File: src/hw/rtl/ecp_pkg.sv
// Package: shared types and constants for the embedded controller host port.
package ecp_pkg;

    localparam int ADDR_WIDTH  = 8;
    localparam int SPACE_DEPTH = 1 << ADDR_WIDTH;

    localparam logic [7:0] CMD_READ  = 8'h80;
    localparam logic [7:0] CMD_WRITE = 8'h81;
    localparam logic [7:0] STS_OBF   = 8'h01;
    localparam logic [7:0] STS_CMD   = 8'h08;

    localparam logic ACC_READ  = 1'b0;
    localparam logic ACC_WRITE = 1'b1;
    localparam logic PORT_DATA = 1'b0;
    localparam logic PORT_CMD  = 1'b1;

    typedef struct packed {
        logic       command;
        logic       port_select;
        logic [7:0] write_byte;
    } t_in_word;

    typedef struct packed {
        logic [7:0] read_byte;
        logic       protocol_error;
    } t_out_word;

    typedef enum logic [1:0] {
        PH_IDLE  = 2'd0,
        PH_RADDR = 2'd1,
        PH_WADDR = 2'd2,
        PH_WDATA = 2'd3
    } t_phase;

    typedef enum logic {
        ST_IDLE = 1'b0,
        ST_FILL = 1'b1
    } t_state;

    typedef enum logic [1:0] {
        RD_ZERO   = 2'd0,
        RD_STATUS = 2'd1,
        RD_OBUF   = 2'd2
    } t_rd_sel;

    typedef struct packed {
        logic    load;
        t_rd_sel rd_sel;
        logic    err;
        logic    clr_obf;
        logic    set_cmd;
        logic    clr_cmd;
        logic    latch_addr;
        logic    mem_rd;
        logic    mem_wr;
        logic    fill;
    } t_dp_cmd;

endpackage

File: src/hw/rtl/ecp_ifs.sv
// Interfaces: host access channel and response channel.
interface ecp_in_if;
    logic              valid;
    logic              ready;
    ecp_pkg::t_in_word word;

    modport source (output valid, output word, input ready);
    modport sink (input valid, input word, output ready);
endinterface

interface ecp_out_if;
    logic               valid;
    logic               ready;
    ecp_pkg::t_out_word word;

    modport source (output valid, output word, input ready);
    modport sink (input valid, input word, output ready);
endinterface

File: src/hw/rtl/ecp_ram.sv
// Generic single-write, single-read RAM with registered read data.
module ecp_ram #(
    parameter int WIDTH = 8,
    parameter int DEPTH = 256
) (
    input  logic                     i_clk,
    input  logic                     i_we,
    input  logic [$clog2(DEPTH)-1:0] i_waddr,
    input  logic [WIDTH-1:0]         i_wdata,
    input  logic                     i_re,
    input  logic [$clog2(DEPTH)-1:0] i_raddr,
    output logic [WIDTH-1:0]         o_rdata
);

    logic [WIDTH-1:0] r_mem [DEPTH];
    logic [WIDTH-1:0] r_rdata;

    always_ff @(posedge i_clk) begin
        if (i_we) begin
            r_mem[i_waddr] <= i_wdata;
        end
        if (i_re) begin
            r_rdata <= r_mem[i_raddr];
        end
    end

    assign o_rdata = r_rdata;

endmodule

File: src/hw/rtl/ecp_ctrl.sv
// Controller: handshake, command sequence phase and datapath commands.
module ecp_ctrl (
    input  logic              i_clk,
    input  logic              i_rst_n,
    input  logic              i_in_valid,
    input  ecp_pkg::t_in_word i_in_word,
    input  logic              i_out_ready,
    output logic              o_in_ready,
    output logic              o_out_valid,
    output ecp_pkg::t_dp_cmd  o_cmd
);

    ecp_pkg::t_state r_state, n_state;
    ecp_pkg::t_phase r_phase, n_phase;
    logic            r_out_valid, n_out_valid;
    logic            w_accept;

    assign o_in_ready  = (r_state == ecp_pkg::ST_IDLE) && (!r_out_valid || i_out_ready);
    assign w_accept    = i_in_valid && o_in_ready;
    assign o_out_valid = r_out_valid;

    always_comb begin
        n_state     = r_state;
        n_phase     = r_phase;
        n_out_valid = r_out_valid;
        if (i_out_ready) begin
            n_out_valid = 1'b0;
        end
        case (r_state)
            ecp_pkg::ST_IDLE: begin
                if (w_accept) begin
                    n_out_valid = 1'b1;
                    if (i_in_word.command == ecp_pkg::ACC_WRITE) begin
                        if (i_in_word.port_select == ecp_pkg::PORT_CMD) begin
                            if (i_in_word.write_byte == ecp_pkg::CMD_READ) begin
                                n_phase = ecp_pkg::PH_RADDR;
                            end else if (i_in_word.write_byte == ecp_pkg::CMD_WRITE) begin
                                n_phase = ecp_pkg::PH_WADDR;
                            end else begin
                                n_phase = ecp_pkg::PH_IDLE;
                            end
                        end else begin
                            case (r_phase)
                                ecp_pkg::PH_RADDR: begin
                                    n_phase = ecp_pkg::PH_IDLE;
                                    n_state = ecp_pkg::ST_FILL;
                                end
                                ecp_pkg::PH_WADDR: n_phase = ecp_pkg::PH_WDATA;
                                ecp_pkg::PH_WDATA: n_phase = ecp_pkg::PH_IDLE;
                                default:           n_phase = ecp_pkg::PH_IDLE;
                            endcase
                        end
                    end
                end
            end
            ecp_pkg::ST_FILL: n_state = ecp_pkg::ST_IDLE;
            default:          n_state = ecp_pkg::ST_IDLE;
        endcase
    end

    always_comb begin
        o_cmd        = '0;
        o_cmd.rd_sel = ecp_pkg::RD_ZERO;
        o_cmd.fill   = (r_state == ecp_pkg::ST_FILL);
        if (w_accept) begin
            o_cmd.load = 1'b1;
            if (i_in_word.command == ecp_pkg::ACC_READ) begin
                if (i_in_word.port_select == ecp_pkg::PORT_CMD) begin
                    o_cmd.rd_sel = ecp_pkg::RD_STATUS;
                end else begin
                    o_cmd.rd_sel  = ecp_pkg::RD_OBUF;
                    o_cmd.clr_obf = 1'b1;
                end
            end else if (i_in_word.port_select == ecp_pkg::PORT_CMD) begin
                o_cmd.set_cmd = 1'b1;
                o_cmd.err     = (i_in_word.write_byte != ecp_pkg::CMD_READ) &&
                                (i_in_word.write_byte != ecp_pkg::CMD_WRITE);
            end else begin
                o_cmd.clr_cmd = 1'b1;
                case (r_phase)
                    ecp_pkg::PH_RADDR: o_cmd.mem_rd     = 1'b1;
                    ecp_pkg::PH_WADDR: o_cmd.latch_addr = 1'b1;
                    ecp_pkg::PH_WDATA: o_cmd.mem_wr     = 1'b1;
                    default:           o_cmd.err        = 1'b1;
                endcase
            end
        end
    end

    always_ff @(posedge i_clk) begin
        if (!i_rst_n) begin
            r_state     <= ecp_pkg::ST_IDLE;
            r_phase     <= ecp_pkg::PH_IDLE;
            r_out_valid <= 1'b0;
        end else begin
            r_state     <= n_state;
            r_phase     <= n_phase;
            r_out_valid <= n_out_valid;
        end
    end

`ifndef SYNTHESIS
    a_fill_one_cycle: assert property (@(posedge i_clk) disable iff (!i_rst_n)
        r_state == ecp_pkg::ST_FILL |=> r_state == ecp_pkg::ST_IDLE)
        else $error("fill state held more than one cycle");

    a_accept_gives_result: assert property (@(posedge i_clk) disable iff (!i_rst_n)
        w_accept |=> r_out_valid)
        else $error("accepted word produced no result");

    a_fill_enters_from_raddr: assert property (@(posedge i_clk) disable iff (!i_rst_n)
        $rose(r_state == ecp_pkg::ST_FILL) |-> $past(r_phase) == ecp_pkg::PH_RADDR)
        else $error("fill started outside a read address phase");
`endif

endmodule

File: src/hw/rtl/ecp_dp.sv
// Datapath: register space, address latch, output buffer, status bits, result register.
module ecp_dp (
    input  logic               i_clk,
    input  logic               i_rst_n,
    input  ecp_pkg::t_dp_cmd   i_cmd,
    input  logic [7:0]         i_byte,
    output ecp_pkg::t_out_word o_word
);

    logic [ecp_pkg::ADDR_WIDTH-1:0] r_addr;
    logic [7:0]                     r_obuf;
    logic                           r_obf;
    logic                           r_cmd;
    logic                           r_rd_valid;
    logic                           r_valid [ecp_pkg::SPACE_DEPTH];
    logic [7:0]                     r_read_byte, n_read_byte;
    logic                           r_error;
    logic [7:0]                     w_ram_q;
    logic [ecp_pkg::ADDR_WIDTH-1:0] w_raddr;

    assign w_raddr = i_byte[ecp_pkg::ADDR_WIDTH-1:0];

    ecp_ram #(
        .WIDTH (8),
        .DEPTH (ecp_pkg::SPACE_DEPTH)
    ) u_space (
        .i_clk   (i_clk),
        .i_we    (i_cmd.mem_wr),
        .i_waddr (r_addr),
        .i_wdata (i_byte),
        .i_re    (i_cmd.mem_rd),
        .i_raddr (w_raddr),
        .o_rdata (w_ram_q)
    );

    always_comb begin
        case (i_cmd.rd_sel)
            ecp_pkg::RD_STATUS: n_read_byte = (r_obf ? ecp_pkg::STS_OBF : 8'h00) |
                                              (r_cmd ? ecp_pkg::STS_CMD : 8'h00);
            ecp_pkg::RD_OBUF:   n_read_byte = r_obuf;
            default:            n_read_byte = 8'h00;
        endcase
    end

    always_ff @(posedge i_clk) begin
        if (i_cmd.latch_addr) begin
            r_addr <= i_byte[ecp_pkg::ADDR_WIDTH-1:0];
        end
        if (i_cmd.mem_rd) begin
            r_rd_valid <= r_valid[w_raddr];
        end
        if (i_cmd.load) begin
            r_read_byte <= n_read_byte;
            r_error     <= i_cmd.err;
        end
    end

    always_ff @(posedge i_clk) begin
        if (!i_rst_n) begin
            r_obuf <= 8'h00;
            r_obf  <= 1'b0;
            r_cmd  <= 1'b0;
            for (int i = 0; i < ecp_pkg::SPACE_DEPTH; i++) begin
                r_valid[i] <= 1'b0;
            end
        end else begin
            if (i_cmd.mem_wr) begin
                r_valid[r_addr] <= 1'b1;
            end
            if (i_cmd.fill) begin
                r_obuf <= r_rd_valid ? w_ram_q : 8'h00;
                r_obf  <= 1'b1;
            end else if (i_cmd.clr_obf) begin
                r_obf <= 1'b0;
            end
            if (i_cmd.set_cmd) begin
                r_cmd <= 1'b1;
            end else if (i_cmd.clr_cmd) begin
                r_cmd <= 1'b0;
            end
        end
    end

    assign o_word.read_byte      = r_read_byte;
    assign o_word.protocol_error = r_error;

endmodule

File: src/hw/rtl/embedded_controller_host_port.sv
// Top level: embedded controller host port, device side.
//
//  channel  | dir | payload                                 | handshake
//  i_host   | in  | command, port_select, write_byte        | valid/ready
//  o_resp   | out | read_byte, protocol_error               | valid/ready
//
// One host access per cycle unless the result stalls or a fill is pending; a
// read sequence's data write adds a fill state for the registered space read.
// Reset clears the phase, status bits, output buffer and per-entry valid bits
// at once; no clearing pass is needed.
// A new access is taken while the result register is full if it drains that cycle.
module embedded_controller_host_port (
    input  logic      i_clk,
    input  logic      i_rst_n,
    ecp_in_if.sink    i_host,
    ecp_out_if.source o_resp
);

    ecp_pkg::t_dp_cmd w_cmd;
    logic             w_in_ready;
    logic             w_out_valid;

    ecp_ctrl u_ctrl (
        .i_clk       (i_clk),
        .i_rst_n     (i_rst_n),
        .i_in_valid  (i_host.valid),
        .i_in_word   (i_host.word),
        .i_out_ready (o_resp.ready),
        .o_in_ready  (w_in_ready),
        .o_out_valid (w_out_valid),
        .o_cmd       (w_cmd)
    );

    ecp_dp u_dp (
        .i_clk   (i_clk),
        .i_rst_n (i_rst_n),
        .i_cmd   (w_cmd),
        .i_byte  (i_host.word.write_byte),
        .o_word  (o_resp.word)
    );

    assign i_host.ready = w_in_ready;
    assign o_resp.valid = w_out_valid;

endmodule
File: src/flat_wrapper.sv
// flat-port wrapper written by rule: the top's interface ports become plain ports
module embedded_controller_host_port_flat 
  (i_clk, i_rst_n, i_host_valid, i_host_word, i_host_ready, o_resp_valid, o_resp_word, o_resp_ready);
  ecp_in_if i_host_i ();
  ecp_out_if o_resp_i ();
  input  logic i_clk;
  input  logic i_rst_n;
  input wire logic [$bits(i_host_i.valid)-1:0] i_host_valid;
  input wire logic [$bits(i_host_i.word)-1:0] i_host_word;
  output wire logic [$bits(i_host_i.ready)-1:0] i_host_ready;
  output wire logic [$bits(o_resp_i.valid)-1:0] o_resp_valid;
  output wire logic [$bits(o_resp_i.word)-1:0] o_resp_word;
  input wire logic [$bits(o_resp_i.ready)-1:0] o_resp_ready;
  assign i_host_i.valid = i_host_valid;
  assign i_host_i.word = i_host_word;
  assign i_host_ready = i_host_i.ready;
  assign o_resp_valid = o_resp_i.valid;
  assign o_resp_word = o_resp_i.word;
  assign o_resp_i.ready = o_resp_ready;
  embedded_controller_host_port u_core (.i_clk(i_clk), .i_rst_n(i_rst_n), .i_host(i_host_i), .o_resp(o_resp_i));
endmodule
File: config.mk
export PLATFORM = sky130hd
export DESIGN_NAME = embedded_controller_host_port_flat
export DESIGN_NICKNAME = d
export VERILOG_FILES = /design/src/hw/rtl/ecp_pkg.sv /design/src/hw/rtl/ecp_ifs.sv /design/src/hw/rtl/ecp_ram.sv /design/src/hw/rtl/ecp_ctrl.sv /design/src/hw/rtl/ecp_dp.sv /design/src/hw/rtl/embedded_controller_host_port.sv /design/src/flat_wrapper.sv
export SDC_FILE = /design/constraint.sdc
export NUM_CORES = 2
export LEC_CHECK = 0
export BUFFER_PORTS_ARGS = -buffer_cell sky130_fd_sc_hd__buf_4
export CAP_MARGIN = 20
export CORE_MARGIN = 8
export CORE_UTILIZATION = 65
export DETAILED_ROUTE_END_ITERATION = 8
export GPL_ROUTABILITY_DRIVEN = 0
export PLACE_DENSITY = 0.77
export SLEW_MARGIN = 30
export SYNTH_ARGS = -nofsm -noshare
export SYNTH_HDL_FRONTEND = slang
export SYNTH_SLANG_ARGS = --single-unit
File: constraint.sdc
create_clock -name i_clk -period 3.7 [get_ports i_clk]
set_input_delay 0.37 -clock i_clk [delete_from_list [all_inputs] [get_ports i_clk]]
set_output_delay 0.37 -clock i_clk [all_outputs]
set_load 0.005 [all_outputs]
==> out/metrics.yaml <==
status: "completed"
nFillCells: 7624
max_freq_ghz: 0.281
hp-class: "in2reg"
fin_crit_ns: 3.56
synth_area_um2: 90500
synth_seq_cells: 2344
cp.required_ns: 4.30
synth_nets: 4738
drv_slew: 0
yosys_warnings: 0
ir_worst_vdd_uv: 415
maxCapViolations: 0
clock_latency_ns: 0.86
antenna_found_initial: 10
cts_tree: "done"
crit_path_max_fanout: 39
synth_area_leaders: "edfxtp_1 69%, mux4_2 11%, dfxtp_1 6.0%, mux2i_1 3.5%, o21a_1 2.2%"
port_buffers: 24
synthArstFlopShare_pct: 0
grt_start_max_net_pins: 181
min_period_over_period_pct: 96.3
worstMarginPinSlew_ns: 1.02
hpwl_um: 145000
routed_wl_um: 229000
synth_top_area_cell: "edfxtp_1"
synthSimpleGateAreaFrac_pct: 2.92
ys_dominant_reg_cell: "edfxtp_1"
synth_top_family_by_area: "multiplexers"
cp.arrival_ns: 4.16
synth_edf_count: 2074
nets: 5172
fin_tns_setup_ns: 0
synth_cell_types: 67
drtAntennaViolNets: 0
drt-initial-drc-count: 6469
drc: 0
die_area_um2: 151000
grt_pass1_wl_um: 332000
syn_to_final_growth_pct: 14.0
yosysSeqAreaShare_pct: 74.8
setup_ws_ns: 0.137
start_kind: "primary input"
vias: 49300
root_buffer: "clkbuf_16"
routedWlPerCell_um: 32.0
grt_pass1_vias: 48800
relSlewSlack_pct: 32.0
path_class: "in2reg"
synthAdderAreaFrac_pct: 0.0277
power_density_nw_per_um2: 522
setup_viol: 0
drtPass1Iterations: 6
cts_max_level: 4
synth.most_common_cell: "edfxtp_1"
synthMuxAreaShare_pct: 15.0
core_region_area_um2: 139000
clock_path_buffers: 3
numCtsBuffers: 220
post-cts-setup-buffer-count: 0
globalRouteOverflowTotal: 0
clkSinkCount: 2344
rsz0062_at_grt: "no"
io_pins: 25
synth-compound-area-share_pct: 5.49
avgSynthCellArea_um2: 19.2
yosys.area_share.xor_xnor_pct: 0
netlist_instances: 4722
netlist_top_cells_count: "2074 x edfxtp_1, 456 x mux4_2, 319 x mux2i_1"
grt.total_usage_pct: 30.0
start_util_pct: 65.2
detail_route.vias_per_cell: 6.88
fin_worst_skew_ns: 0.0351
clk_pin_slew_ns: 0.06
drive_above_1_share_pct: 24.6
die_w_um: 389
power.leakage_nw: 34.2
p_total_mw: 53.9
rows: 137
dp_worst_setup_slack_ns: -0.211
synth_top_area_share_pct: 68.8
chipHeight_um: 389
endpoint_kind: "register"
final-hold-violation-count: 0
## state kept, by name (all words and copies together) (netlist names), 2 cells and up
signal,count
u_core.u_dp.u_space.r_mem,2048
u_core.u_dp.r_valid,256
u_core.u_dp.r_addr,8
u_core.u_dp.r_obuf,8
u_core.u_dp.r_read_byte,8
u_core.u_dp.u_space.o_rdata,8
u_core.u_ctrl.r_phase,2
## worst max-delay path: stages
cell           delay (ns)
dlygate4sd3_1        0.56
buf_8                0.42
buf_4                0.26
mux4_2               0.58
a221oi_1             0.30
o21ai_0              0.34
buf_4                0.25
a2111oi_1            0.55
buf_4                0.21
a211o_1              0.16
nand4_1              0.11
## area by class of cell
class,count,area (um2),share of cell area [%]
diodes,2,5.00,0.00485
clock buffers,319,6280,6.09
multi-input cells,2076,21300,20.7
inverters,10,40.0,0.0388
repair buffers,504,4550,4.41
clock inverters,102,988,0.958
well taps,1807,2260,2.19
flip-flops and latches,2344,67700,65.6
## repair_timing
action                                  in CTS  in global routing
hold buffers                                14                  0
gates resized for setup                      0                  1
endpoints found under the setup margin       0                  1
hold endpoints to repair                    88                  0
## cells by family (layout without fill, tap and decap cells)
group,Yosys count,after routing
flops,2344,2344
mux,780,780
compound gates,685,685
simple gates,609,609
buf+inv,302,935
fa+ha+maj,2,2
other cells,0,2
## where the power goes
part / switching [mW] / leakage (nW) / internal [mW]
Clock: 9.67 / 3.56 / 12.8
Sequential: 0.00498 / 20.8 / 28.8
Combinational: 1.63 / 9.82 / 0.955
Total: 11.3 / 34.2 / 42.6
## per-stage QoR
step                util [%]  instance area, um2  std cells  hold WS (ns)
floorplan                  -               90500       4722         0.435
global placement        68.9               95600       6724         0.441
CTS                     74.2              103000       7159        0.0618
finish                  74.3              103000       7164        0.0822
detailed placement      68.9               95700       6724         0.448
global route            74.3              103000       7162        0.0889
## layout by cell type, fill, tap and decap left out, types with 16 or more instances in the layout
cell type and count:
clkbuf_1 62, nor2b_1 36, clkinv_2 41, edfxtp_1 2074
clkbuf_16 223, mux2i_1 319, nand3_1 27, clkinv_1 25
nand2_1 161, o21a_1 263, dfxtp_1 270, nor2_1 283
clkbuf_8 35, buf_4 428, mux4_2 456, o22ai_1 16
a22oi_1 99, a221oi_1 79, nand4_1 21, buf_12 50
a21oi_1 74, o21ai_0 52
## worst paths after layout
check	endpoint	cells after the start	from	slack [ns]
setup / recovery	u_core.u_dp.u_space.o_rdata[7]	11	i_host_word[0]	0.14
hold / removal	u_core.u_dp.r_valid[190]	2	i_rst_n	0.08
setup reg to reg	u_core.u_dp.u_space.r_mem[227][2]	6	u_core.u_ctrl.r_state	0.56
hold reg to reg	u_core.u_dp.r_valid[39]	1	u_core.u_dp.r_valid[39]	0.46
## metal layers
metal | routed length (um) | part of all wire, % | vias to the layer above | track usage [%]
li1 | - | - | 20100 | -
met1 | 83800 | 37 | 25400 | 41.3
met2 | 107000 | 47 | 3231 | 46.1
met3 | 27600 | 12 | 549 | 7.92
met4 | 10600 | 4.6 | 2 | 12.8
met5 | 13 | 0.0057 | - | 0
(Power assumes the default switching activity.)
